## src/brb_pkg.sv

```systemverilog
// Shared types and constants for the chunked circular byte FIFO.
`timescale 1ns / 1ps

package brb_pkg;

   // Fixed field widths of the command and result ports
   localparam int CAP_W  = 11;
   localparam int CMD_W  = 3;
   localparam int LEN_W  = 4;
   localparam int DATA_W = 64;
   localparam int STAT_W = 2;
   localparam int IDX_W  = 3;

   // Command codes
   localparam logic [CMD_W-1:0] CMD_WRITE = 3'd0;
   localparam logic [CMD_W-1:0] CMD_READ  = 3'd1;
   localparam logic [CMD_W-1:0] CMD_SKIP  = 3'd2;
   localparam logic [CMD_W-1:0] CMD_PEEK  = 3'd3;
   localparam logic [CMD_W-1:0] CMD_CLEAR = 3'd4;

   // Status codes
   localparam logic [STAT_W-1:0] STAT_OK       = 2'd0;
   localparam logic [STAT_W-1:0] STAT_ZERO_LEN = 2'd1;
   localparam logic [STAT_W-1:0] STAT_NO_ROOM  = 2'd2;

   // Sequencer states
   typedef enum logic [1:0] {
      S_IDLE,
      S_WRITE,
      S_READ,
      S_TAIL
   } state_type;

   // Configuration as seen by the sequencer
   typedef struct packed {
      logic             clear;
      logic [CAP_W-1:0] capacity;
   } cfg_type;

endpackage

```

## src/brb_ctrl.sv

```systemverilog
// Command sequencer: pointers, fill count, byte-serial store access, result.
`timescale 1ns / 1ps

module brb_ctrl
   import brb_pkg::*;
#(
   parameter int DEPTH     = 1024,
   parameter int MAX_CHUNK = 8,
   localparam int AW       = $clog2(DEPTH)
) (
   input  logic              clock,
   input  logic              reset,
   input  cfg_type           cfg,
   input  logic              start,
   output logic              busy,
   input  logic [CMD_W-1:0]  req_cmd,
   input  logic [LEN_W-1:0]  req_length,
   input  logic [DATA_W-1:0] req_write_bytes,
   output logic              mem_wr_en,
   output logic [AW-1:0]     mem_wr_addr,
   output logic [7:0]        mem_wr_data,
   output logic              mem_rd_en,
   output logic [AW-1:0]     mem_rd_addr,
   input  logic [7:0]        mem_rd_data,
   output logic              rsp_strobe,
   output logic [STAT_W-1:0] rsp_status,
   output logic [DATA_W-1:0] rsp_read_bytes,
   output logic [CAP_W-1:0]  rsp_fill_level,
   output logic              rsp_is_empty,
   output logic              rsp_is_full
);

   localparam int PW = (AW + 1 > CAP_W) ? AW + 1 : CAP_W;

   // Step a position by one, wrapping at the capacity in use
   function automatic logic [AW-1:0] advance(input logic [AW-1:0] pos,
                                             input logic [CAP_W-1:0] cap);
      logic [PW-1:0] nxt;
      nxt = PW'(pos) + PW'(1);
      return (nxt >= PW'(cap)) ? '0 : AW'(nxt);
   endfunction

   // Control state
   state_type          state_ff, state_in;
   logic [AW-1:0]      wr_pos_ff, wr_pos_in;
   logic [AW-1:0]      rd_pos_ff, rd_pos_in;
   logic [AW-1:0]      scan_ff, scan_in;
   logic [CAP_W-1:0]   held_ff, held_in;
   logic [IDX_W-1:0]   idx_ff, idx_in;
   logic               cap_valid_ff, cap_valid_in;
   logic               strobe_ff, strobe_in;

   // Payload state
   logic [CMD_W-1:0]   cmd_ff, cmd_in;
   logic [LEN_W-1:0]   len_ff, len_in;
   logic [DATA_W-1:0]  wdata_ff, wdata_in;
   logic [IDX_W-1:0]   cap_idx_ff, cap_idx_in;
   logic [STAT_W-1:0]  status_ff, status_in;
   logic [DATA_W-1:0]  rdata_ff, rdata_in;
   logic [CAP_W-1:0]   fill_ff, fill_in;
   logic               empty_ff, empty_in;
   logic               full_ff, full_in;

   logic [LEN_W-1:0]   len_sat;
   logic [CAP_W-1:0]   room;
   logic               last_byte;
   logic [AW-1:0]      scan_next;
   logic               finish;

   assign busy      = (state_ff != S_IDLE);
   assign len_sat   = (req_length > LEN_W'(MAX_CHUNK)) ? LEN_W'(MAX_CHUNK) : req_length;
   assign room      = cfg.capacity - held_ff;
   assign last_byte = ({1'b0, idx_ff} == (len_ff - LEN_W'(1)));
   assign scan_next = advance(scan_ff, cfg.capacity);

   // Next state and store access
   always_comb begin
      state_in     = state_ff;
      wr_pos_in    = wr_pos_ff;
      rd_pos_in    = rd_pos_ff;
      scan_in      = scan_ff;
      held_in      = held_ff;
      idx_in       = idx_ff;
      cap_valid_in = 1'b0;
      cmd_in       = cmd_ff;
      len_in       = len_ff;
      wdata_in     = wdata_ff;
      cap_idx_in   = idx_ff;
      status_in    = status_ff;
      rdata_in     = rdata_ff;
      finish       = 1'b0;
      mem_wr_en    = 1'b0;
      mem_wr_addr  = scan_ff;
      mem_wr_data  = wdata_ff[{idx_ff, 3'b000} +: 8];
      mem_rd_en    = 1'b0;
      mem_rd_addr  = scan_ff;

      // Read data lands in the cycle after its address
      if (cap_valid_ff) begin
         rdata_in[{cap_idx_ff, 3'b000} +: 8] = mem_rd_data;
      end

      unique case (state_ff)
         S_IDLE: begin
            if (start) begin
               cmd_in    = req_cmd;
               len_in    = len_sat;
               wdata_in  = req_write_bytes;
               rdata_in  = '0;
               idx_in    = '0;
               status_in = STAT_OK;
               priority if ((req_cmd <= CMD_PEEK) && (len_sat == '0)) begin
                  status_in = STAT_ZERO_LEN;
                  finish    = 1'b1;
               end else if (req_cmd == CMD_WRITE) begin
                  if (CAP_W'(len_sat) > room) begin
                     status_in = STAT_NO_ROOM;
                     finish    = 1'b1;
                  end else begin
                     scan_in  = wr_pos_ff;
                     state_in = S_WRITE;
                  end
               end else if (req_cmd <= CMD_PEEK) begin
                  if (held_ff < CAP_W'(len_sat)) begin
                     status_in = STAT_NO_ROOM;
                     finish    = 1'b1;
                  end else begin
                     scan_in  = rd_pos_ff;
                     state_in = S_READ;
                  end
               end else if (req_cmd == CMD_CLEAR) begin
                  wr_pos_in = '0;
                  rd_pos_in = '0;
                  held_in   = '0;
                  finish    = 1'b1;
               end else begin
                  // unknown command: no operation
                  finish = 1'b1;
               end
            end
         end
         S_WRITE: begin
            mem_wr_en = 1'b1;
            scan_in   = scan_next;
            idx_in    = idx_ff + IDX_W'(1);
            if (last_byte) begin
               wr_pos_in = scan_next;
               held_in   = held_ff + CAP_W'(len_ff);
               finish    = 1'b1;
               state_in  = S_IDLE;
            end
         end
         S_READ: begin
            mem_rd_en    = (cmd_ff != CMD_SKIP);
            cap_valid_in = (cmd_ff != CMD_SKIP);
            scan_in      = scan_next;
            idx_in       = idx_ff + IDX_W'(1);
            if (last_byte) begin
               if (cmd_ff != CMD_PEEK) begin
                  rd_pos_in = scan_next;
                  held_in   = held_ff - CAP_W'(len_ff);
               end
               state_in = S_TAIL;
            end
         end
         S_TAIL: begin
            // last read byte is captured at the end of this cycle
            finish   = 1'b1;
            state_in = S_IDLE;
         end
         default: begin
            state_in = S_IDLE;
         end
      endcase

      // Capacity write empties the queue; the user must write it only while idle, as the block does not enforce it
      if (cfg.clear) begin
         wr_pos_in = '0;
         rd_pos_in = '0;
         held_in   = '0;
      end

      strobe_in = finish;
      fill_in   = held_in;
      empty_in  = (held_in == '0);
      full_in   = (held_in == cfg.capacity);
   end

   // Control registers
   always_ff @(posedge clock) begin
      if (reset) begin
         state_ff     <= S_IDLE;
         wr_pos_ff    <= '0;
         rd_pos_ff    <= '0;
         scan_ff      <= '0;
         held_ff      <= '0;
         idx_ff       <= '0;
         cap_valid_ff <= 1'b0;
         strobe_ff    <= 1'b0;
      end else begin
         state_ff     <= state_in;
         wr_pos_ff    <= wr_pos_in;
         rd_pos_ff    <= rd_pos_in;
         scan_ff      <= scan_in;
         held_ff      <= held_in;
         idx_ff       <= idx_in;
         cap_valid_ff <= cap_valid_in;
         strobe_ff    <= strobe_in;
      end
   end

   // Payload registers; status is set on the command transfer and held
   always_ff @(posedge clock) begin
      cmd_ff     <= cmd_in;
      len_ff     <= len_in;
      wdata_ff   <= wdata_in;
      cap_idx_ff <= cap_idx_in;
      rdata_ff   <= rdata_in;
      status_ff  <= status_in;
      if (finish) begin
         fill_ff   <= fill_in;
         empty_ff  <= empty_in;
         full_ff   <= full_in;
      end
   end

   assign rsp_strobe     = strobe_ff;
   assign rsp_status     = status_ff;
   assign rsp_read_bytes = rdata_ff;
   assign rsp_fill_level = fill_ff;
   assign rsp_is_empty   = empty_ff;
   assign rsp_is_full    = full_ff;

endmodule

```

## config.mk

```make
export PLATFORM = sky130hd
export DESIGN_NAME = brb_ctrl
export DESIGN_NICKNAME = d
export VERILOG_FILES = /design/src/brb_pkg.sv /design/src/brb_ctrl.sv
export SDC_FILE = /design/constraint.sdc
export NUM_CORES = 1
export LEC_CHECK = 0
export ABC_AREA = 1
export BUFFER_PORTS_ARGS = -buffer_cell sky130_fd_sc_hd__buf_2
export CAP_MARGIN = 30
export CORE_ASPECT_RATIO = 0.7
export CORE_UTILIZATION = 60
export DETAILED_ROUTE_END_ITERATION = 6
export PLACE_DENSITY = 0.82
export SETUP_SLACK_MARGIN = 0.3
export SYNTH_ARGS = -nofsm -noshare
export SYNTH_HDL_FRONTEND = slang
export SYNTH_SLANG_ARGS = --single-unit
```

## constraint.sdc

```tcl
create_clock -name clock -period 8.95 [get_ports clock]
set_clock_uncertainty 0.1 [all_clocks]
set_input_delay 0.895 -clock clock [delete_from_list [all_inputs] [get_ports clock]]
set_output_delay 0.895 -clock clock [all_outputs]
set_load 0.02 [all_outputs]
```

==> results of run 1 <==
[critical path: cells and delay by family (launching register included)]
family	cells	cell delay [ns]
and+or+nand+nor	8	0.80
AOI/OAI and AO/OA	4	0.74
adders and majority gates	2	0.63
buffers and inverters	2	0.51
DFF	1	0.46
xor gates and xnor gates	1	0.20
[registers in the layout, indices dropped and copies added, names as in the netlist, 2 cells and up]
register,cells
cap_idx_ff,3
rd_pos_ff,10
cmd_ff,3
state_ff,2
rsp_read_bytes,64
len_ff,4
held_ff,11
rsp_fill_level,11
wdata_ff,64
wr_pos_ff,10
rsp_status,2
mem_rd_addr,10
cap_idx_in,3
[worst paths after layout]
path / end / slack [ns] / cells past startpoint
hold reg to reg: rd_pos_ff[7] / 0.36 / 2
setup reg to reg: rsp_is_full / 5.13 / 17
hold / removal: rd_pos_ff[7] / 0.36 / 2
setup / recovery: rsp_is_full / 5.13 / 17
[Yosys cell counts (all sizes together) (10+ instances only)]
library cell	n
edfxtp	86
nand4	14
a31oi	10
a21oi	92
nor3	16
inv	144
ha	45
buf	27
clkbuf	31
xor2	10
nand3	83
nand2	291
dfxtp	115
o21ai	120
nor2	216
[where the power goes]
part	internal, mW	switching [mW]
clock network	0.474	0.378
logic	0.371	0.885
registers	1.15	0.101
total	1.99	1.36
[cells in the final DEF (no fill, tap or decap), types with 3 or more instances in the layout]
cell | Yosys | routed
a31oi_1 | 10 | 10
xnor2_1 | 4 | 4
edfxtp_1 | 86 | 86
xor2_1 | 10 | 10
clkinv_1 | 4 | 4
o21ai_0 | 117 | 117
fa_1 | 3 | 3
clkbuf_16 | 0 | 21
buf_4 | 14 | 4
mux2i_1 | 6 | 6
o22ai_1 | 8 | 8
nand2_2 | 19 | 19
a21oi_1 | 88 | 88
nand3_2 | 3 | 3
ha_1 | 45 | 45
nor3_1 | 15 | 15
inv_2 | 8 | 9
nor2_4 | 4 | 4
nand4_1 | 13 | 13
buf_2 | 5 | 204
nor2_1 | 210 | 210
dfxtp_1 | 115 | 115
nand3b_1 | 6 | 6
inv_1 | 135 | 134
inv_4 | 1 | 4
o211ai_1 | 3 | 3
nand3_1 | 79 | 79
nand2_1 | 271 | 271
a21oi_2 | 4 | 4
clkinv_2 | 0 | 4
[layer usage]
layer | track usage (%) | part of all wire (%)
met1 | 46.0 | 44
met2 | 49.9 | 44
met3 | 5.50 | 9.5
met4 | 9.08 | 2.6
met5 | 0 | 0
[through the flow]
step	instance area, sq um	hold slack [ns]	power [mW]
detailed placement	11600	0.355	2.49
global route	12300	0.374	3.54
global placement	11600	0.347	2.45
floorplan	10600	0.267	2.16
finish	12300	0.365	3.35
CTS	12300	0.365	3.34
[area by class of cell]
cell class	instances	area (sq um)
clock inverter	13	119
fill	1375	4960
sequential	201	4880
timing repair buffer	208	1050
clock buffer	23	543
tap	231	289
antenna	1	2.50
inverter	148	558
multi-input combinational	942	4810
[cells by family (layout without fill, tap and decap cells)]
logic type               after synthesis  in the layout  share of synthesized area (%)
adder cells (fa/ha/maj)               48             48                           5.90
XOR/XNOR                              14             14                           1.16
multiplexers                           6              6                          0.568
flip-flops                           201            201                           46.2
other                                  0              1                              0
AO/OA/AOI/OAI                        241            241                           12.2
AND/OR/NAND/NOR                      633            633                           25.7
buffers and inverters                206            392                           8.25
==> metrics.cfg, run 1 <==
[synth]
post_synth_instance_area_sq_um=10600
synthDominantAreaCellType=edfxtp_1
synthArstFlopShare_pct=0
synth_top_cell_area_share_pct=24.4
ys.warnings.count=0
synth_ff_type=dfxtp_1
post_synth_num_cell_types=51
total_of_flip_flops_plus_latches_after_synthesis=201
synth.avg_cell_area_sq_um=7.83
ys_seq_area_share_pct=46.2
synth_enable_flop_cells=86
synth_cells=1349
synth_nets=1491
synthTopCellsByArea=edfxtp_1 24%, dfxtp_1 22%, nand2_1 9.6%

[timing]
final-setup-viol-count=0
min_period_ns=3.82
slew_violations=0
setup-tns-final_ns=0
fin_crit_sh_pct=42.7
timing.max_slew.rel_slack_pct=32.0
final_hold_viol_count=0
maxClockFrequency_mhz=262
rsz0062_at_grt=false
worst-slew-pin-transition_ns=1.02
final.setup.worst_slack_ns=5.13

[routing]
wire_per_inst_um=16.7
drt-vias-per-instance=5.60
detail_route.wirelength_mm=29.6
drc=0
vias=9890
final_antenna_net_count=0
number_of_detailed_route_iterations_in_the_first_pass=6
drtIter0Drc=1209

[place]
place.detailed.hpwl_mm=21.0
pre_cts_slack_ns=4.68
number_of_port_buffers=204
gp_routability_congestion=0.962
place.detailed.instances=1730

[die]
coreArea_sq_um=17200
initial_utilization_pct=61.4
die_height_um=113
floorplan.die_area_sq_um=18200
rows=40
design.portCount=205
dieWidth_um=161

[clock_tree]
post_cts_resize_count=0
cts_tree=done
clock_latency_ns=0.51
clock_buffers_created_by_tritoncts=20
clk_transition_reported_paths_ns=0.07
clock_tree.htree_level_count=1
cts.hold.buffers_added=0
clock-root-buffer=clkbuf_16
clockBufferDepth=3
cts_num_sinks=201
post-cts-setup-buffer-count=0

[setup_path]
arrival_ns=3.85
crit_chain=inv_1 -> ha_1 -> a21o_1 -> a31oi_1 -> xor2_1 -> ha_1 -> a41oi_1 -> nand4_1 -> nor2_1 -> nand2_1 -> a21oi_2 -> nand4_4 -> nand2_1 -> nand2_1 -> nand2_1 -> nand2_1 -> inv_1
cp_max_fo=13
cpPeakStageDelay_ns=0.46
critPathRequiredTime_ns=8.98
worst_path_max_delay_cell=dfxtp_1
timing.critical_path.to_type=register
origin_of_the_critical_flop_to_flop_path=held_ff[2]
crit_type=register to register
cp-startpoint=held_ff[2]
crit_path_frequent_cell=nand2_1
critical_path.startpoint_type=register

[global_routing]
number_of_antenna_violations_at_the_first_check_in_global_routing=1
first_global_vias=8828
largest_net_degree_at_the_start_of_global_routing=75
grt_use_total_pct=32.1
grt_pass1_wl_mm=46.1
globalRoute.totalOverflow=0

[finish]
area_delta_synth_final_pct=16.0
layout.core_utilization_pct=71.2
finish.net_count=1663
layout-drive-gt1-share_pct=19.3
final-instance-count-excl-fill=1767

[job]
max_cap_viol_count=0

[worst_hold_path]
worst_hold_path_type=register to register
timing.hold.worst.start=rd_pos_ff[7]

[pwr]
static-leakage-power_nw=5.94
power_density_nw_per_um2=274
ir_drop_uv=152

[status]
status=finished, final reports clean

Power figures use the tool's default switching activity.
==> inputs of run 2 (changes only) <==
- CORE_UTILIZATION: 60 -> 51
- PLACE_DENSITY: 0.82 -> 0.73
- clock period: 8.95 -> 3.1 ns (I/O delays scaled with it)
==> run 2 against run 1 <==
Effect of this change: via count increased by 4.7%; combinational power increased to 3.4 times the previous value; utilization decreased by 2.1 points; setup slack got worse by 5.0 ns; sequential power increased to 2.9 times the previous value; first-iteration DRC count decreased by 16%; critical endpoint is now wr_pos_ff[2].
==> metrics.cfg, run 2 (synthesized netlist as in run 1, its figures left out) <==
[routing]
final_antenna_net_count=0  ; unchanged
drtIter0Drc=1016  ; was 1209
detail_route.wirelength_mm=32.9  ; was 29.6 mm
number_of_detailed_route_iterations_in_the_first_pass=5  ; was 6
drc=0  ; unchanged
vias=10400  ; was 9890
drt-vias-per-instance=5.39  ; was 5.60
wire_per_inst_um=17.1  ; was 16.7 um

[setup_path]
r2r_setup_slack_ns=0.15  ; was 5.13 ns
crit_family=simple AND/OR/NAND/NOR gates  ; unchanged
timing.critical_path.to_type=register  ; unchanged
cp-startpoint=mem_rd_addr[2]  ; was held_ff[2]
critical_path.startpoint_type=register  ; unchanged
critPathRequiredTime_ns=3.41  ; was 8.98 ns
cp_max_fo=6  ; was 13
crit_path_frequent_cell=nand2_4  ; was nand2_1
arrival_ns=3.26  ; was 3.85 ns
crit_type=register to register  ; unchanged
cpPeakStageDelay_ns=0.38  ; was 0.46 ns
worst_path_max_delay_cell=dfxtp_4  ; was dfxtp_1
origin_of_the_critical_flop_to_flop_path=mem_rd_addr[2]  ; was held_ff[2]
crit_buf_inv=3  ; was 2
crit_chain=inv_1 -> nor3_4 -> nand3_2 -> o21ai_0 -> nand2_1 -> inv_1 -> ha_4 -> nand2_4 -> nor2_4 -> nand2_1 -> o211ai_1 -> a31oi_4 -> nand2_4 -> nor3_4 -> buf_6 -> nand2_4 -> a21oi_2  ; was inv_1 -> ha_1 -> a21o_1 -> a31oi_1 -> xor2_1 -> ha_1 -> a41oi_1 -> nand4_1 -> nor2_1 -> nand2_1 -> a21oi_2 -> nand4_4 -> nand2_1 -> nand2_1 -> nand2_1 -> nand2_1 -> inv_1

[die]
die_height_um=122  ; was 113 um
rows=43  ; was 40
dieWidth_um=174  ; was 161 um
design.portCount=205  ; unchanged
floorplan.die_area_sq_um=21300  ; was 18200 sq um
initial_utilization_pct=52.7  ; was 61.4%
coreArea_sq_um=20100  ; was 17200 sq um

[clock_tree]
clock_buffers_created_by_tritoncts=20  ; unchanged
cts_num_sinks=201  ; unchanged
clock_tree.htree_level_count=1  ; unchanged
clockBufferDepth=3  ; unchanged
clock_latency_ns=0.50  ; was 0.51 ns
clock-root-buffer=clkbuf_16  ; unchanged
cts_tree=done  ; unchanged
clk_transition_reported_paths_ns=0.06  ; was 0.07 ns

[place]
place.detailed.hpwl_mm=21.8  ; was 21.0 mm
gp_routability_congestion=0.992  ; was 0.962
placedInstanceArea_sq_um=12000  ; was 11600 sq um
number_of_port_buffers=204  ; unchanged

[pwr]
ir_drop_uv=591  ; was 152 uV
power_density_nw_per_um2=741  ; was 274 nW/um^2
static-leakage-power_nw=6.55  ; was 5.94 nW
power_frac_clock_pct=22.9  ; was 25.4%
fraction_of_power_spent_switching_nets_pct=40.7  ; about the same
seq_power_share_pct=34.9  ; was 37.2%
p_comb_share_pct=42.2  ; was 37.5%
net-switching-power_mw=4.19  ; was 1.36 mW
internal_power_mw=6.09  ; was 1.99 mW

[global_routing]
first_global_vias=9527  ; was 8828
grt_use_total_pct=29.8  ; was 32.1%
grt_pass1_wl_mm=50.3  ; was 46.1 mm
largest_net_degree_at_the_start_of_global_routing=74  ; was 75
number_of_antenna_violations_at_the_first_check_in_global_routing=0  ; was 1
globalRoute.totalOverflow=0  ; unchanged

[timing]
final_hold_viol_count=0  ; unchanged
slew_violations=0  ; unchanged
timing.max_slew.rel_slack_pct=30.8  ; was 32.0%
min_period_ns=2.95  ; was 3.82 ns
fin_crit_sh_pct=95.1  ; was 42.7%
final-setup-viol-count=0  ; unchanged
maxClockFrequency_mhz=339  ; was 262 MHz
worst-slew-pin-transition_ns=1.03  ; was 1.02 ns
setup-tns-final_ns=0  ; unchanged
rsz0062_at_grt=true  ; was false

[finish]
layout-drive-gt1-share_pct=26.3  ; was 19.3%
diodes=0  ; was 1
finish.net_count=1781  ; was 1663
fillCellCount=1558  ; was 1375
final_common_cell=nand2_1  ; unchanged
multiInputGateArea_sq_um=5290  ; was 4810 sq um
area_delta_synth_final_pct=31.3  ; was 16.0%
layout_common_cells=251 x nand2_1, 204 x buf_2, 193 x nor2_1  ; was 271 x nand2_1, 210 x nor2_1, 204 x buf_2
seq_area_sq_um=4910  ; was 4880 sq um
final_cell_area_sq_um=13900  ; was 12300 sq um

[job]
max_cap_viol_count=0  ; unchanged

[worst_hold_path]
timing.hold.worst.start=mem_rd_data[6]  ; was rd_pos_ff[7]
worst_hold_path_type=input pin to register  ; was register to register

[status]
status=finished, final reports clean  ; unchanged

==> run 2: cell count changes in the layout (fill, tap and decap cells not counted), sizes merged <==
cell and delta:
buf +47, clkbuf +4, clkinv -1, clkinvlp +1, diode -1, dlygate4sd3 +68
inv -4, nand2 +2
==> run 2: final timing paths <==
path / cells after the start / endpoint
worst max-delay path: 17 / wr_pos_ff[2]
worst min-delay path: 3 / rsp_read_bytes[30]
worst max register to register: 17 / wr_pos_ff[2]
worst min register to register: 0 / cap_idx_ff[2]
==> run 2: worst register-to-register path: cells and delay by family (launching register included) <==
family,cells,cell delay [ns]
AOI/OAI and AO/OA,4,0.72
DFF,1,0.38
buffers and inverters,3,0.36
and+or+nand+nor,9,1.09
adders and majority gates,1,0.22
==> run 2: cell type report <==
type | instances | share of cell area (%)
Clock buffer | 27 | 3.94
Sequential cell | 201 | 35.4
Clock inverter | 8 | 0.568
Multi-Input combinational cell | 944 | 38.2
Tap cell | 270 | 2.43
Inverter | 148 | 4.19
Timing Repair inverter | 1 | 0.0631
Timing Repair Buffer | 323 | 15.3
==> run 2: repair_timing <==
action                                 CTS  global route
hold buffers                            68             0
endpoints found under the hold margin   68             0
gates cloned                             3             0
pin swaps                               16            24
resized for setup                       44            75
setup buffers                            6            11
setup endpoints to repair               48            62
==> run 2: per-layer routing <==
layer	up-vias	routed length [um]	track usage, %
met4	0	780	8.88
met2	488	14900	47.6
met5	-	0	0
met3	65	2600	4.77
li1	5018	-	-
met1	4783	14700	41.9
==> run 2: stage by stage <==
step	utilization [%]	power, mW	instances	hold slack, ns	setup WS, ns
3_3_place_gp	59.6	7.26	1799	0.333	0.0248
3_5_place_dp	59.6	7.32	1799	0.329	-0.0396
2_1_floorplan	-	6.25	1349	0.267	0.243
5_1_grt	69.1	10.8	1922	0.0597	-0.0129
6_report	69.1	10.3	1922	0.0408	0.151
4_1_cts	67.3	9.92	1911	0.0191	0.131
==> run 2: power by group through the flow <==
stage	sequential (mW)	combinational, mW	clock, mW
after global placement	3.58	3.68	0
after global routing	3.62	4.72	2.49
after detailed placement	3.59	3.74	0
after CTS	3.55	3.99	2.38
final	3.58	4.34	2.36
after floorplan	3.76	2.49	0
==> inputs of run 3 (changes only) <==
- CELL_PAD_IN_SITES_DETAIL_PLACEMENT: unset -> 0
- CELL_PAD_IN_SITES_GLOBAL_PLACEMENT: unset -> 1
- CORE_UTILIZATION: 51 -> 37
==> run 3 against run 2 <==
Effect of this change: final area is 6.6% higher; setup slack worse by 0.050 ns; utilization down 16 points; routed wire length grew 6.1%; critical endpoint is now rd_pos_ff[2]; final cell count is 7.9% higher; sequential share of layout area fell by 2.2 points.
==> metrics.cfg, run 3 (synthesized netlist as in run 1, its figures left out) <==
[status]
status=finished, final reports clean  ; unchanged

[timing]
final-setup-viol-count=0  ; unchanged
worst-slew-pin-transition_ns=0.979  ; was 1.03 ns
min_period_ns=3.00  ; was 2.95 ns
slew_violations=0  ; unchanged
final_hold_viol_count=0  ; unchanged
fin_crit_sh_pct=96.7  ; was 95.1%
maxClockFrequency_mhz=333  ; was 339 MHz
timing.max_slew.rel_slack_pct=34.6  ; was 30.8%
rsz0062_at_grt=true  ; unchanged

[routing]
drtIter0Drc=943  ; was 1016
final_antenna_net_count=0  ; unchanged
vias=10300  ; was 10400
detail_route.wirelength_mm=35.0  ; was 32.9 mm
wire_per_inst_um=16.9  ; was 17.1 um
number_of_detailed_route_iterations_in_the_first_pass=5  ; unchanged
drt-vias-per-instance=4.98  ; was 5.39
drc=0  ; unchanged

[pwr]
ir_drop_uv=530  ; was 591 uV
fraction_of_power_spent_switching_nets_pct=39.7  ; was 40.7%
seq_power_share_pct=32.1  ; was 34.9%
net-switching-power_mw=4.38  ; was 4.19 mW
power_frac_clock_pct=25.1  ; was 22.9%
internal_power_mw=6.67  ; was 6.09 mW
static-leakage-power_nw=6.95  ; was 6.55 nW
p_comb_share_pct=42.7  ; was 42.2%
p_total_mw=11.0  ; was 10.3 mW
power_density_nw_per_um2=747  ; was 741 nW/um^2

[setup_path]
critPathRequiredTime_ns=3.43  ; was 3.41 ns
timing.critical_path.to_type=register  ; unchanged
crit_buf_inv=4  ; was 3
crit_family=simple AND/OR/NAND/NOR gates  ; unchanged
crit_path_frequent_cell=nand2_1  ; was nand2_4
critical_path.startpoint_type=register  ; unchanged
crit_type=register to register  ; unchanged
crit_chain=ha_4 -> nand2_4 -> nor2_4 -> nand3_2 -> nor2_1 -> nand2_1 -> xor2_1 -> inv_1 -> ha_4 -> nand2_4 -> nor2_4 -> nand2_1 -> o211ai_1 -> a31oi_1 -> nand2_2 -> buf_12 -> nor3_4 -> buf_4 -> buf_6 -> nand2_1 -> a21oi_1  ; was inv_1 -> nor3_4 -> nand3_2 -> o21ai_0 -> nand2_1 -> inv_1 -> ha_4 -> nand2_4 -> nor2_4 -> nand2_1 -> o211ai_1 -> a31oi_4 -> nand2_4 -> nor3_4 -> buf_6 -> nand2_4 -> a21oi_2
cp_max_fo=8  ; was 6
worst_path_max_delay_cell=dfxtp_4  ; unchanged
arrival_ns=3.33  ; was 3.26 ns
cpPeakStageDelay_ns=0.37  ; was 0.38 ns

[die]
rows=51  ; was 43
dieWidth_um=204  ; was 174 um
floorplan.die_area_sq_um=29300  ; was 21300 sq um
design.portCount=205  ; unchanged
initial_utilization_pct=37.8  ; was 52.7%
die_height_um=143  ; was 122 um
coreArea_sq_um=27900  ; was 20100 sq um

[finish]
fillCellCount=2655  ; was 1558
final_common_cell=nand2_1  ; unchanged
area_delta_synth_final_pct=39.9  ; was 31.3%
finish.net_count=1828  ; was 1781
layout-drive-gt1-share_pct=31.2  ; was 26.3%
final_cell_area_sq_um=14800  ; was 13900 sq um
diodes=0  ; unchanged
layout_common_cells=236 x nand2_1, 204 x buf_2, 189 x nor2_1  ; was 251 x nand2_1, 204 x buf_2, 193 x nor2_1
seq_area_sq_um=4910  ; about the same
multiInputGateArea_sq_um=5500  ; was 5290 sq um
layout.core_utilization_pct=52.9  ; was 69.1%

[place]
number_of_port_buffers=204  ; unchanged
placedInstanceArea_sq_um=12200  ; was 12000 sq um
gp_routability_congestion=0.881  ; was 0.992
place.detailed.hpwl_mm=24.3  ; was 21.8 mm

[clock_tree]
cts_num_sinks=201  ; unchanged
clock-root-buffer=clkbuf_16  ; unchanged
clk_transition_reported_paths_ns=0.06  ; about the same
cts_tree=done  ; unchanged
clock_buffers_created_by_tritoncts=22  ; was 20
clockBufferDepth=3  ; unchanged
clock_tree.htree_level_count=1  ; unchanged
clock_latency_ns=0.53  ; was 0.50 ns

[global_routing]
grt_use_total_pct=23.3  ; was 29.8%
number_of_antenna_violations_at_the_first_check_in_global_routing=1  ; was 0
global_route.usage.met2_pct=34.4  ; was 47.6%
largest_net_degree_at_the_start_of_global_routing=74  ; unchanged
grtUsageMet3_pct=4.20  ; was 4.77%
use_met1_pct=35.2  ; was 41.9%
grt_most_used_layer=met1  ; was met2
globalRoute.totalOverflow=0  ; unchanged
grt_pass1_wl_mm=53.2  ; was 50.3 mm
first_global_vias=9505  ; was 9527

[worst_hold_path]
worst_hold_path_type=input pin to register  ; unchanged

[job]
max_cap_viol_count=0  ; unchanged

[run 3: cell types whose count changed in the layout (fill, tap and decap cells not counted), moves of 6 or more]
cell,previous run,this run
nand2_2,32,39
buf_4,44,76
nand2_4,9,17
clkbuf_16,20,27
buf_6,6,15
o21ai_2,2,8
a21oi_1,79,73
a21oi_2,12,18
nand2_1,251,236
o21ai_0,114,106
[run 3: worst min-delay path: stages]
cell and delay, ns:
buf_2 0.16, nor2_1 0.06, nor2_1 0.08
[run 3: what timing repair did]
| action | in CTS | in global routing |
|---|---|---|
| setup buffers | 19 | 23 |
| pin swaps | 31 | 50 |
| setup endpoints to repair | 55 | 62 |
| cloned | 3 | 0 |
| gates resized for setup | 91 | 106 |
| hold buffers | 68 | 0 |
| hold endpoints to repair | 68 | 0 |
[run 3: cell type report]
class	count	area share, %
Multi-Input combinational cell	944	37.2
Sequential cell	201	33.2
Timing Repair Buffer	368	17.1
Clock buffer	33	4.99
Inverter	148	3.96
Tap cell	371	3.14
Clock inverter	7	0.330
Timing Repair inverter	1	0.0592
[run 3: power groups by stage]
| stage | sequential [mW] | combinational [mW] | clock [mW] |
|---|---|---|---|
| final | 3.55 | 4.72 | 2.77 |
| after detailed placement | 3.58 | 3.96 | 0 |
| after floorplan | 3.76 | 2.49 | 0 |
| after CTS | 3.54 | 4.36 | 2.83 |
| after global placement | 3.58 | 3.94 | 0 |
| after global routing | 3.60 | 5.16 | 2.94 |
[run 3: metrics by stage]
stage | hold WS, ns | TNS [ns] | cells | setup slack (ns)
after floorplan | 0.267 | 0 | 1349 | 0.243
after global placement | 0.334 | -0.121 | 1920 | -0.00990
after detailed placement | 0.331 | -0.814 | 1920 | -0.105
after CTS | 0.0141 | 0 | 2050 | 0.146
after global routing | 0.0280 | -0.459 | 2073 | -0.0545
final | 0.0284 | 0 | 2073 | 0.101
[run 3: metal layers]
layer / wire (um) / part of all wire (%)
met5: 13 / 0.037
met4: 681 / 1.9
met3: 2430 / 7.0
met2: 14400 / 41
met1: 17500 / 50
[run 3: final timing paths]
path | startpoint | endpoint | slack [ns] | depth (start not counted)
max | mem_rd_addr[1] | rd_pos_ff[2] | 0.10 | 21
min | mem_rd_data[4] | rsp_read_bytes[36] | 0.03 | 3
max reg2reg | mem_rd_addr[1] | rd_pos_ff[2] | 0.10 | 21
min reg2reg | cap_idx_in[2] | cap_idx_ff[2] | 0.33 | 0
